[src/hdl/skf_pkg.sv]
// Shared types and constants for the scalar Kalman RSSI filter.
// No dependencies; imported by the controller, the datapath and the top level.
package skf_pkg;

    // Fraction bits of the estimate, the variance and the noise registers.
    localparam int FRAC_BITS = 8;

    localparam int SAMPLE_W  = 8 + FRAC_BITS;
    localparam int DIFF_W    = ((SAMPLE_W > 16) ? SAMPLE_W : 16) + 1;
    localparam int PROD_W    = DIFF_W + 17;
    localparam int DELTA_W   = PROD_W - 16;
    localparam int EST_SUM_W = DELTA_W + 1;

    // Reset values; the estimate reset saturates to the signed 16-bit range.
    localparam int EST_RESET_FULL = -100 * (1 << FRAC_BITS);
    localparam logic signed [15:0] EST_RESET =
        (EST_RESET_FULL < -32768) ? 16'sh8000 : 16'(EST_RESET_FULL);
    localparam logic [15:0] VAR_RESET = 16'(1 << FRAC_BITS);
    localparam logic [15:0] PN_RESET  = 16'(1 << (FRAC_BITS - 1));
    localparam logic [15:0] MN_RESET  = 16'(4 << FRAC_BITS);

    // The gain divider produces one quotient bit per cycle.
    localparam int DIV_STEPS = 16;
    localparam int CNT_W     = $clog2(DIV_STEPS);

    // Configuration register indexes.
    localparam logic REG_PROCESS_NOISE     = 1'b0;
    localparam logic REG_MEASUREMENT_NOISE = 1'b1;

    typedef enum logic [2:0] {
        ST_IDLE,
        ST_PREDICT,
        ST_DIV_INIT,
        ST_DIVIDE,
        ST_GAIN,
        ST_MULT,
        ST_UPDATE,
        ST_DONE
    } skf_state_t;

    typedef struct packed {
        logic load_sample;
        logic predict;
        logic div_init;
        logic div_step;
        logic gain;
        logic mult;
        logic update;
        logic load_out;
    } skf_cmd_t;

endpackage

[src/hdl/skf_ctrl.sv]
// Sequencing state machine of the scalar Kalman RSSI filter.
// Depends on skf_pkg; drives the datapath through a skf_cmd_t command word.
module skf_ctrl
    import skf_pkg::*;
(
    input  logic     clk,
    input  logic     rst_n,
    input  logic     s_tvalid,
    output logic     s_tready,
    output logic     m_tvalid,
    input  logic     m_tready,
    output skf_cmd_t cmd
);

    skf_state_t       state_reg, state_next;
    logic [CNT_W-1:0] cnt_reg, cnt_next;
    logic             out_valid_reg, out_valid_next;

    always_ff @(posedge clk or negedge rst_n)
    begin
        if (!rst_n)
        begin
            state_reg     <= ST_IDLE;
            cnt_reg       <= '0;
            out_valid_reg <= 1'b0;
        end
        else
        begin
            state_reg     <= state_next;
            cnt_reg       <= cnt_next;
            out_valid_reg <= out_valid_next;
        end
    end

    always_comb
    begin
        state_next = state_reg;
        cnt_next   = cnt_reg;
        cmd        = '0;
        s_tready   = 1'b0;
        out_valid_next = out_valid_reg && !m_tready;
        case (state_reg)
            ST_IDLE:
            begin
                s_tready = 1'b1;
                if (s_tvalid)
                begin
                    cmd.load_sample = 1'b1;
                    state_next = ST_PREDICT;
                end
            end
            ST_PREDICT:
            begin
                cmd.predict = 1'b1;
                state_next  = ST_DIV_INIT;
            end
            ST_DIV_INIT:
            begin
                cmd.div_init = 1'b1;
                cnt_next     = '0;
                state_next   = ST_DIVIDE;
            end
            ST_DIVIDE:
            begin
                cmd.div_step = 1'b1;
                cnt_next     = cnt_reg + 1'b1;
                if (cnt_reg == CNT_W'(DIV_STEPS - 1))
                begin
                    state_next = ST_GAIN;
                end
            end
            ST_GAIN:
            begin
                cmd.gain   = 1'b1;
                state_next = ST_MULT;
            end
            ST_MULT:
            begin
                cmd.mult   = 1'b1;
                state_next = ST_UPDATE;
            end
            ST_UPDATE:
            begin
                cmd.update = 1'b1;
                state_next = ST_DONE;
            end
            ST_DONE:
            begin
                // Hold here until the output register is free or being emptied.
                if (!out_valid_reg || m_tready)
                begin
                    cmd.load_out   = 1'b1;
                    out_valid_next = 1'b1;
                    state_next     = ST_IDLE;
                end
            end
            default:
            begin
                state_next = ST_IDLE;
            end
        endcase
    end

    assign m_tvalid = out_valid_reg;

endmodule

[src/hdl/skf_datapath.sv]
// Arithmetic and state of the scalar Kalman RSSI filter: predict, gain
// divider, estimate and variance update. Depends on skf_pkg.
module skf_datapath
    import skf_pkg::*;
(
    input  logic        clk,
    input  logic        rst_n,
    input  skf_cmd_t    cmd,
    input  logic [7:0]  raw_rssi,
    input  logic [15:0] process_noise,
    input  logic [15:0] measurement_noise,
    output logic [15:0] filtered_rssi,
    output logic [15:0] error_variance
);

    // Filter state.
    logic signed [15:0] est_reg, est_next;
    logic [15:0]        var_reg, var_next;

    // Work registers for one sample.
    logic signed [7:0]        raw_reg;
    logic [15:0]              p_reg, p_next;
    logic [16:0]              sum_reg;
    logic [16:0]              rem_reg, rem_next;
    logic [15:0]              quo_reg;
    logic [15:0]              k_reg, k_next;
    logic signed [DIFF_W-1:0] diff_reg, diff_next;
    logic signed [PROD_W-1:0] prod_reg, prod_next;
    logic [32:0]              vprod_reg, vprod_next;
    logic [15:0]              out_est_reg, out_var_reg;

    logic [16:0]                 psum;
    logic [17:0]                 rem_shift;
    logic                        rem_ge;
    logic signed [SAMPLE_W-1:0]  sample;
    logic [PROD_W-1:0]           biased;
    logic signed [DELTA_W-1:0]   delta;
    logic signed [EST_SUM_W-1:0] est_sum;

    localparam logic signed [EST_SUM_W-1:0] EST_MAX = EST_SUM_W'(32767);
    localparam logic signed [EST_SUM_W-1:0] EST_MIN = EST_SUM_W'(-32768);

    always_comb
    begin
        psum   = {1'b0, var_reg} + {1'b0, process_noise};
        p_next = psum[16] ? 16'hFFFF : psum[15:0];

        // One restoring step: the remainder stays below the divisor when the measurement noise is nonzero.
        rem_shift = {rem_reg, 1'b0};
        rem_ge    = (rem_shift >= {1'b0, sum_reg});
        rem_next  = rem_ge ? 17'(rem_shift - {1'b0, sum_reg}) : rem_shift[16:0];

        // With no measurement noise the gain is one, clipped to Q0.16,
        // or zero when the variance is zero as well.
        if (measurement_noise == 16'd0)
        begin
            k_next = (p_reg == 16'd0) ? 16'd0 : 16'hFFFF;
        end
        else
        begin
            k_next = quo_reg;
        end

        sample    = $signed({raw_reg, {FRAC_BITS{1'b0}}});
        diff_next = DIFF_W'(sample) - DIFF_W'(est_reg);

        prod_next  = $signed({1'b0, k_reg}) * diff_reg;
        vprod_next = p_reg * (17'h10000 - {1'b0, k_reg});

        // Round to nearest, ties toward plus infinity.
        biased  = prod_reg + PROD_W'(32'sd32768);
        delta   = $signed(biased[PROD_W-1:16]);
        est_sum = EST_SUM_W'(delta) + EST_SUM_W'(est_reg);
        if (est_sum > EST_MAX)
        begin
            est_next = 16'sh7FFF;
        end
        else if (est_sum < EST_MIN)
        begin
            est_next = 16'sh8000;
        end
        else
        begin
            est_next = est_sum[15:0];
        end
        var_next = vprod_reg[31:16];
    end

    always_ff @(posedge clk or negedge rst_n)
    begin
        if (!rst_n)
        begin
            est_reg <= EST_RESET;
            var_reg <= VAR_RESET;
        end
        else if (cmd.update)
        begin
            est_reg <= est_next;
            var_reg <= var_next;
        end
    end

    always_ff @(posedge clk)
    begin
        if (cmd.load_sample)
        begin
            raw_reg <= raw_rssi;
        end
        if (cmd.predict)
        begin
            p_reg <= p_next;
        end
        if (cmd.div_init)
        begin
            sum_reg <= {1'b0, p_reg} + {1'b0, measurement_noise};
            rem_reg <= {1'b0, p_reg};
            quo_reg <= '0;
        end
        else if (cmd.div_step)
        begin
            rem_reg <= rem_next;
            quo_reg <= {quo_reg[14:0], rem_ge};
        end
        if (cmd.gain)
        begin
            k_reg    <= k_next;
            diff_reg <= diff_next;
        end
        if (cmd.mult)
        begin
            prod_reg  <= prod_next;
            vprod_reg <= vprod_next;
        end
        if (cmd.load_out)
        begin
            out_est_reg <= est_reg;
            out_var_reg <= var_reg;
        end
    end

    assign filtered_rssi  = out_est_reg;
    assign error_variance = out_var_reg;

endmodule

[src/hdl/scalar_kalman_rssi_filter.sv]
// Scalar Kalman RSSI filter, top level: register port, controller, datapath.
// A sample runs through predict, divider set-up, the 16-step gain divider, gain,
// multiply, update and done before m_tvalid; s_tready is high only when idle.
// The next sample is taken while a finished result still waits on the output.
// Reset (rst_n low, asynchronous) restores the estimate, variance and registers.
// Depends on skf_pkg, skf_ctrl and skf_datapath.
module scalar_kalman_rssi_filter
    import skf_pkg::*;
(
    input  logic        clk,
    input  logic        rst_n,
    // APB register port
    input  logic        psel,
    input  logic        penable,
    input  logic        pwrite,
    input  logic [2:0]  paddr,
    input  logic [31:0] pwdata,
    output logic [31:0] prdata,
    output logic        pready,
    // Input stream
    input  logic        s_tvalid,
    output logic        s_tready,
    input  logic [7:0]  s_tdata,   // [7:0] raw_rssi
    // Output stream
    output logic        m_tvalid,
    input  logic        m_tready,
    output logic [31:0] m_tdata    // [15:0] filtered_rssi, [31:16] error_variance
);

    logic [15:0] pn_reg;
    logic [15:0] mn_reg;
    logic        wr_en;
    skf_cmd_t    cmd;

    assign pready = 1'b1;
    assign wr_en  = psel && penable && pwrite;

    always_ff @(posedge clk or negedge rst_n)
    begin
        if (!rst_n)
        begin
            pn_reg <= PN_RESET;
            mn_reg <= MN_RESET;
        end
        else if (wr_en)
        begin
            case (paddr[2])
                REG_PROCESS_NOISE:     pn_reg <= pwdata[15:0];
                REG_MEASUREMENT_NOISE: mn_reg <= pwdata[15:0];
                default:               pn_reg <= pn_reg;
            endcase
        end
    end

    always_comb
    begin
        case (paddr[2])
            REG_PROCESS_NOISE:     prdata = {16'd0, pn_reg};
            REG_MEASUREMENT_NOISE: prdata = {16'd0, mn_reg};
            default:               prdata = 32'd0;
        endcase
    end

    skf_ctrl u_ctrl (
        .clk      (clk),
        .rst_n    (rst_n),
        .s_tvalid (s_tvalid),
        .s_tready (s_tready),
        .m_tvalid (m_tvalid),
        .m_tready (m_tready),
        .cmd      (cmd)
    );

    skf_datapath u_datapath (
        .clk               (clk),
        .rst_n             (rst_n),
        .cmd               (cmd),
        .raw_rssi          (s_tdata),
        .process_noise     (pn_reg),
        .measurement_noise (mn_reg),
        .filtered_rssi     (m_tdata[15:0]),
        .error_variance    (m_tdata[31:16])
    );

endmodule
[config.mk]
export PLATFORM = sky130hd
export DESIGN_NAME = scalar_kalman_rssi_filter
export DESIGN_NICKNAME = d
export VERILOG_FILES = /design/src/hdl/skf_pkg.sv /design/src/hdl/skf_ctrl.sv /design/src/hdl/skf_datapath.sv /design/src/hdl/scalar_kalman_rssi_filter.sv
export SDC_FILE = /design/constraint.sdc
export NUM_CORES = 2
export LEC_CHECK = 0
export BUFFER_PORTS_ARGS = -buffer_cell sky130_fd_sc_hd__clkbuf_2
export CAP_MARGIN = 20
export CORE_MARGIN = 2
export CORE_UTILIZATION = 34
export CTS_CLUSTER_SIZE = 28
export DETAILED_ROUTE_END_ITERATION = 8
export SLEW_MARGIN = 10
export SYNTH_ARGS = -nofsm -noshare
export SYNTH_HDL_FRONTEND = slang
export SYNTH_SLANG_ARGS = --single-unit
[constraint.sdc]
create_clock -name clk -period 13.3 [get_ports clk]
set_input_delay 1.33 -clock clk [delete_from_list [all_inputs] [get_ports clk]]
set_output_delay 1.33 -clock clk [all_outputs]
set_load 0.01 [all_outputs]
## Yosys cells after proc, flatten, opt, wreduce, memory -nomap -nowiden

Cells that the tools add are included.

- Add/sub/neg operators: 8
- $mul: 2
- Order comparisons: 3
- Equality and inequality tests: 11
- Multiplexer cells: 26
- Bitwise operators: 1
- Reductions and logical operators: 14

Operators with widths:

| cell | count |
|---|---|
| $mux W16 | 6 |
| $pmux W32 S2 | 1 |
| $add A16 B16 Y17 | 2 |
| $add A34 B17 Y34 const B | 1 |
| $mul A17 B17 Y34 | 1 |
| $mul A16 B33 Y32 | 1 |
| $logic_not A16 Y1 | 2 |
| $pmux W3 S8 | 1 |
| $add A18 B16 Y19 | 1 |
| $gt A19 B16 Y1 const B | 1 |
| $lt A19 B16 Y1 const B | 1 |
| $ge A18 B17 Y1 | 1 |
| $sub A17 B16 Y18 const A | 1 |
| $mux W17 | 1 |
| $sub A16 B16 Y17 | 1 |
| $sub A17 B17 Y17 | 1 |
| $mux W1 | 13 |
| $eq A3 B3 Y1 const B | 4 |
| $mux W3 | 3 |
| $pmux W4 S2 | 1 |
| $eq A3 B2 Y1 const B | 2 |
| $add A4 B1 Y4 const B | 1 |
| $eq A4 B4 Y1 const B | 1 |
| $ne A2 B1 Y1 const B | 2 |
| 10 further kinds | 15 |

- Bits in registers: 277
- Input port bits: 50
- Output and inout port bits: 67
- Logic and storage cells: 84

## Depth between registers and ports, before layout

- Depth in word-level cells: 5
- Depth in mapped cells: 30
- Depth with buffers taken out: 27

## Cells and area by module

Synthesis repeated with hierarchy kept, for this count alone.

- Cells, all modules: 3,153
- Area, all modules: 30,807.0 um^2

Modules (own cells, without submodules):

| module | instances | cells an instance | area an instance (um^2) | sequential area each (um^2) |
|---|---|---|---|---|
| skf_datapath | 1 | 2,996 | 28,685.0 | 5,861.9 |
| scalar_kalman_rssi_filter | 1 | 105 | 1,600.3 | 803.3 |
| skf_ctrl | 1 | 52 | 521.8 | 200.2 |

## Least setup slack after synthesis

OpenSTA, ideal clock, no wires.

- Path kind: reg2reg
- From: reg u_datapath.k_reg[7]
- To: reg u_datapath.vprod_reg[29] (data pin)
- Library setup time: 269 ps
- Data arrival time: 7,353 ps
- Required time: 13,031 ps
- Path slack: 5,678 ps
- Stages on the path, launching flop included: 24
- Buffers on the path: 1
- Period minus slack after synthesis: 7,622 ps
- Path through: edfxtp_1 or4_1 or4_1 or3_1 xor2_1 clkbuf_1 nand2_1 fa_1 fa_1 inv_1 fa_1 fa_1 fa_1 inv_1 fa_1 inv_1 ha_1 o21ai_0 nand2b_1 a31o_2 a41o_1 o311a_1 o41ai_2 o22ai_1

- Longest elaborated chain between the ends: 2

Ends and longest elaborated chain:

| element | RTL line | text |
|---|---|---|
| from (decl) | skf_datapath.sv:26 | `logic [15:0] k_reg, k_next;` |
| from (signal assigned) | skf_datapath.sv:126 | `k_reg <= k_next;` |
| $sub A17 B16 Y18 | skf_datapath.sv:68 | `vprod_next = p_reg * (17'h10000 - {1'b0, k_reg});` |
| $mul A16 B33 Y32 | skf_datapath.sv:68 |  |
| named net u_datapath.vprod_next[29] | skf_datapath.sv:29 | `logic [32:0] vprod_reg, vprod_next;` |
| to (signal assigned) | skf_datapath.sv:132 | `vprod_reg <= vprod_next;` |
| to (decl) | skf_datapath.sv:29 |  |

The timed path passes the listed nets, and every way through them passes these cells.
A chain may end at the register's enable or synchronous reset.

## Worst setup path after layout

- From: reg u_datapath.k_reg[7]
- To: reg u_datapath.vprod_reg[31] (data pin)

Same word-level chain as after synthesis.

==> flow_summary.json <==
{
  "outcome": "finished, final reports clean",
  "synth-seq-cells": 246,
  "ctsHoldBuffers": 0,
  "grt_start_max_net_pins": 53,
  "nets": 3928,
  "diodes": 0,
  "cts_buffers": 27,
  "syn-cell-area_um2": 30330,
  "grt_pass1_wl_um": 115900,
  "drt_first_pass_iters": 5,
  "final_common_cell": "inv_1",
  "drc": 0,
  "area_growth_pct": 8.762,
  "max-slew-margin-rel_pct": 29.67,
  "post_cts_buffers": 0,
  "synth_top_area_share_pct": 27.59,
  "worstHoldPathType": "reg2reg",
  "place_hpwl_um": 53440,
  "syn_avg_cell_area_um2": 9.724,
  "largest_reg_flops": 19,
  "dr.first_iter.drc_count": 893,
  "cts_root_buffer": "clkbuf_16",
  "worst_slack_ns": 4.552,
  "synthCells": 3119,
  "synth_edf_count": 157,
  "overflow": 0,
  "holdWs_ns": 0.4360,
  "worstPathRequired_ns": 13.61,
  "core_region_area_um2": 88370,
  "ys.flop_type": "edfxtp_1",
  "port_buffers": 81,
  "period_needed_ns": 8.748,
  "wl_per_cell_um": 15.93,
  "end_kind": "register",
  "critical_path_class": "reg2reg",
  "synth_area_leaders": "fa_1 (28%), edfxtp_1 (16%), ha_1 (13%), inv_1 (7.2%), dfrtp_1 (5.4%)",
  "cts_htree_levels": 1,
  "totalWireLength_um": 69170,
  "async_reset_ff_share_pct": 29.27,
  "ys_seq_area_share_pct": 22.64,
  "synth_warnings": 0,
  "synth_top_cell_by_area": "fa_1",
  "gp_congestion": 0.8066,
  "ant_nets": 0,
  "cts.sinks": 246,
  "final_max_slew_viol_count": 0,
  "clock_path_buffers": 3,
  "hold_viol": 0,
  "grt_pass1_vias": 21930,
  "layout_common_cells": "inv_1 (579), fa_1 (418), nand2_1 (395)",
  "drv_cap": 0,
  "ios": 117,
  "clkLatencyLatePin_ns": 0.57,
  "path_max_fanout": 22,
  "utilization_pct": 37.33,
  "initial_utilization_pct": 34.32,
  "tns_ns": 0,
  "rsz0062_at_grt": "false",
  "clock_skew_ns": 0.01871,
  "die_h_um": 302.7,
  "arrival_ns": 9.06,
  "cts_resized": 0,
  "synth_cell_types": 77,
  "rows": 109,
  "pre_cts_ws_ns": 4.583,
  "clock.fmax_mhz": 114.3,
  "fin_crit_sh_pct": 65.77,
  "viasPerCell": 4.810,
  "die_area_um2": 91610,
  "track_usage_pct": 15.72,
  "dr_total_vias": 20880,
  "cts_tree": "built",
  "antenna_found_initial": 0,
  "worst_pin_slew_ns": 1.049,
  "setup_viol": 0,
  "die-width_um": 302.7,
  "start_kind": "register",
  "clk_pin_slew_ns": 0.06,
  "drive_gt1_share_pct": 8.249
}
-- cell usage after synthesis (all sizes together), types with 8 or more instances --
master and number:
inv 579, fa 418, nand2 395, ha 305
and2 248, edfxtp 157, clkbuf 110, a21oi 98
nor2 93, xnor2 84, dfrtp 65, xor2 50
mux2 48, o21ai 42, nor3 35, nand3 34
nor2b 30, buf 27, nand2b 27, a21o 26
o22ai 18, dfxtp 17, nand4 16, mux2i 15
nor4 13, a211oi 12, and3 12, o21bai 12
o31ai 12, o21a 10, a211o 9, o211ai 8
-- metal layers --
metal / part of all wire, % / GRT usage [%] / vias to the layer above
met5: 0 / 0 / -
met4: 1.9 / 3.343 / 0
met3: 3.9 / 1.318 / 68
met2: 48 / 26.85 / 362
met1: 46 / 21.81 / 10510
li1: - / - / 9946
-- through the flow --
stage / std cells / instance area, um2
finish: 4341 / 32990
global route: 4341 / 32990
CTS: 4339 / 32970
detailed placement: 4289 / 32030
global placement: 4289 / 32030
floorplan: 3134 / 30390
-- layout make-up --
type / count / area (um2)
inverter: 580 / 2177
multi-input combinational: 2171 / 20780
fill: 8932 / 55390
clock buffer: 34 / 775.7
clock inverter: 16 / 160.2
tap: 1165 / 1458
sequential: 246 / 6865
timing repair buffer: 129 / 772.0
-- worst max-delay path, stage by stage, from the launching register on --
cell and delay, ns:
edfxtp_1 0.79, or4_1 0.74, or4_1 0.44, or3_1 0.39
xor2_1 0.15, buf_4 0.27, nand2_1 0.10, fa_1 0.53
fa_1 0.45, fa_1 0.51, inv_1 0.05, fa_1 0.48
fa_1 0.52, fa_1 0.50, ha_1 0.35, nand3_1 0.09
nor2_1 0.05, a211oi_1 0.29, o211ai_1 0.25, and2_1 0.27
a211oi_1 0.61, o311ai_0 0.34, a21oi_1 0.24, xnor2_1 0.09
-- path summary, 6_finish.rpt --
kind | from | end | slack (ns) | cells after the start
setup reg to reg | u_datapath.k_reg[7] | u_datapath.vprod_reg[31] | 4.55 | 23
min in group asynchronous | rst_n | u_datapath.est_reg[13] | 0.66 | 1
hold / removal | u_datapath.vprod_reg[30] | u_datapath.var_reg[14] | 0.44 | 2
max in group asynchronous | rst_n | u_datapath.var_reg[0] | 11.62 | 2
setup / recovery | u_datapath.k_reg[7] | u_datapath.vprod_reg[31] | 4.55 | 23
hold reg to reg | u_datapath.vprod_reg[30] | u_datapath.var_reg[14] | 0.44 | 2
-- kinds of logic after synthesis --
kind of cell | after synthesis | share of synthesized area [%]
AO/OA/AOI/OAI | 306 | 6.836
XOR/XNOR | 134 | 3.869
adder cells (fa/ha/maj) | 723 | 40.17
buffers and inverters | 717 | 9.142
flip-flops | 246 | 22.64
multiplexers | 63 | 2.277
other | 2 | 0.02476
AND/OR/NAND/NOR | 928 | 15.04
Power is not shown: default switching activity piles up to over one toggle a cycle in this logic, so the estimate is an artifact.
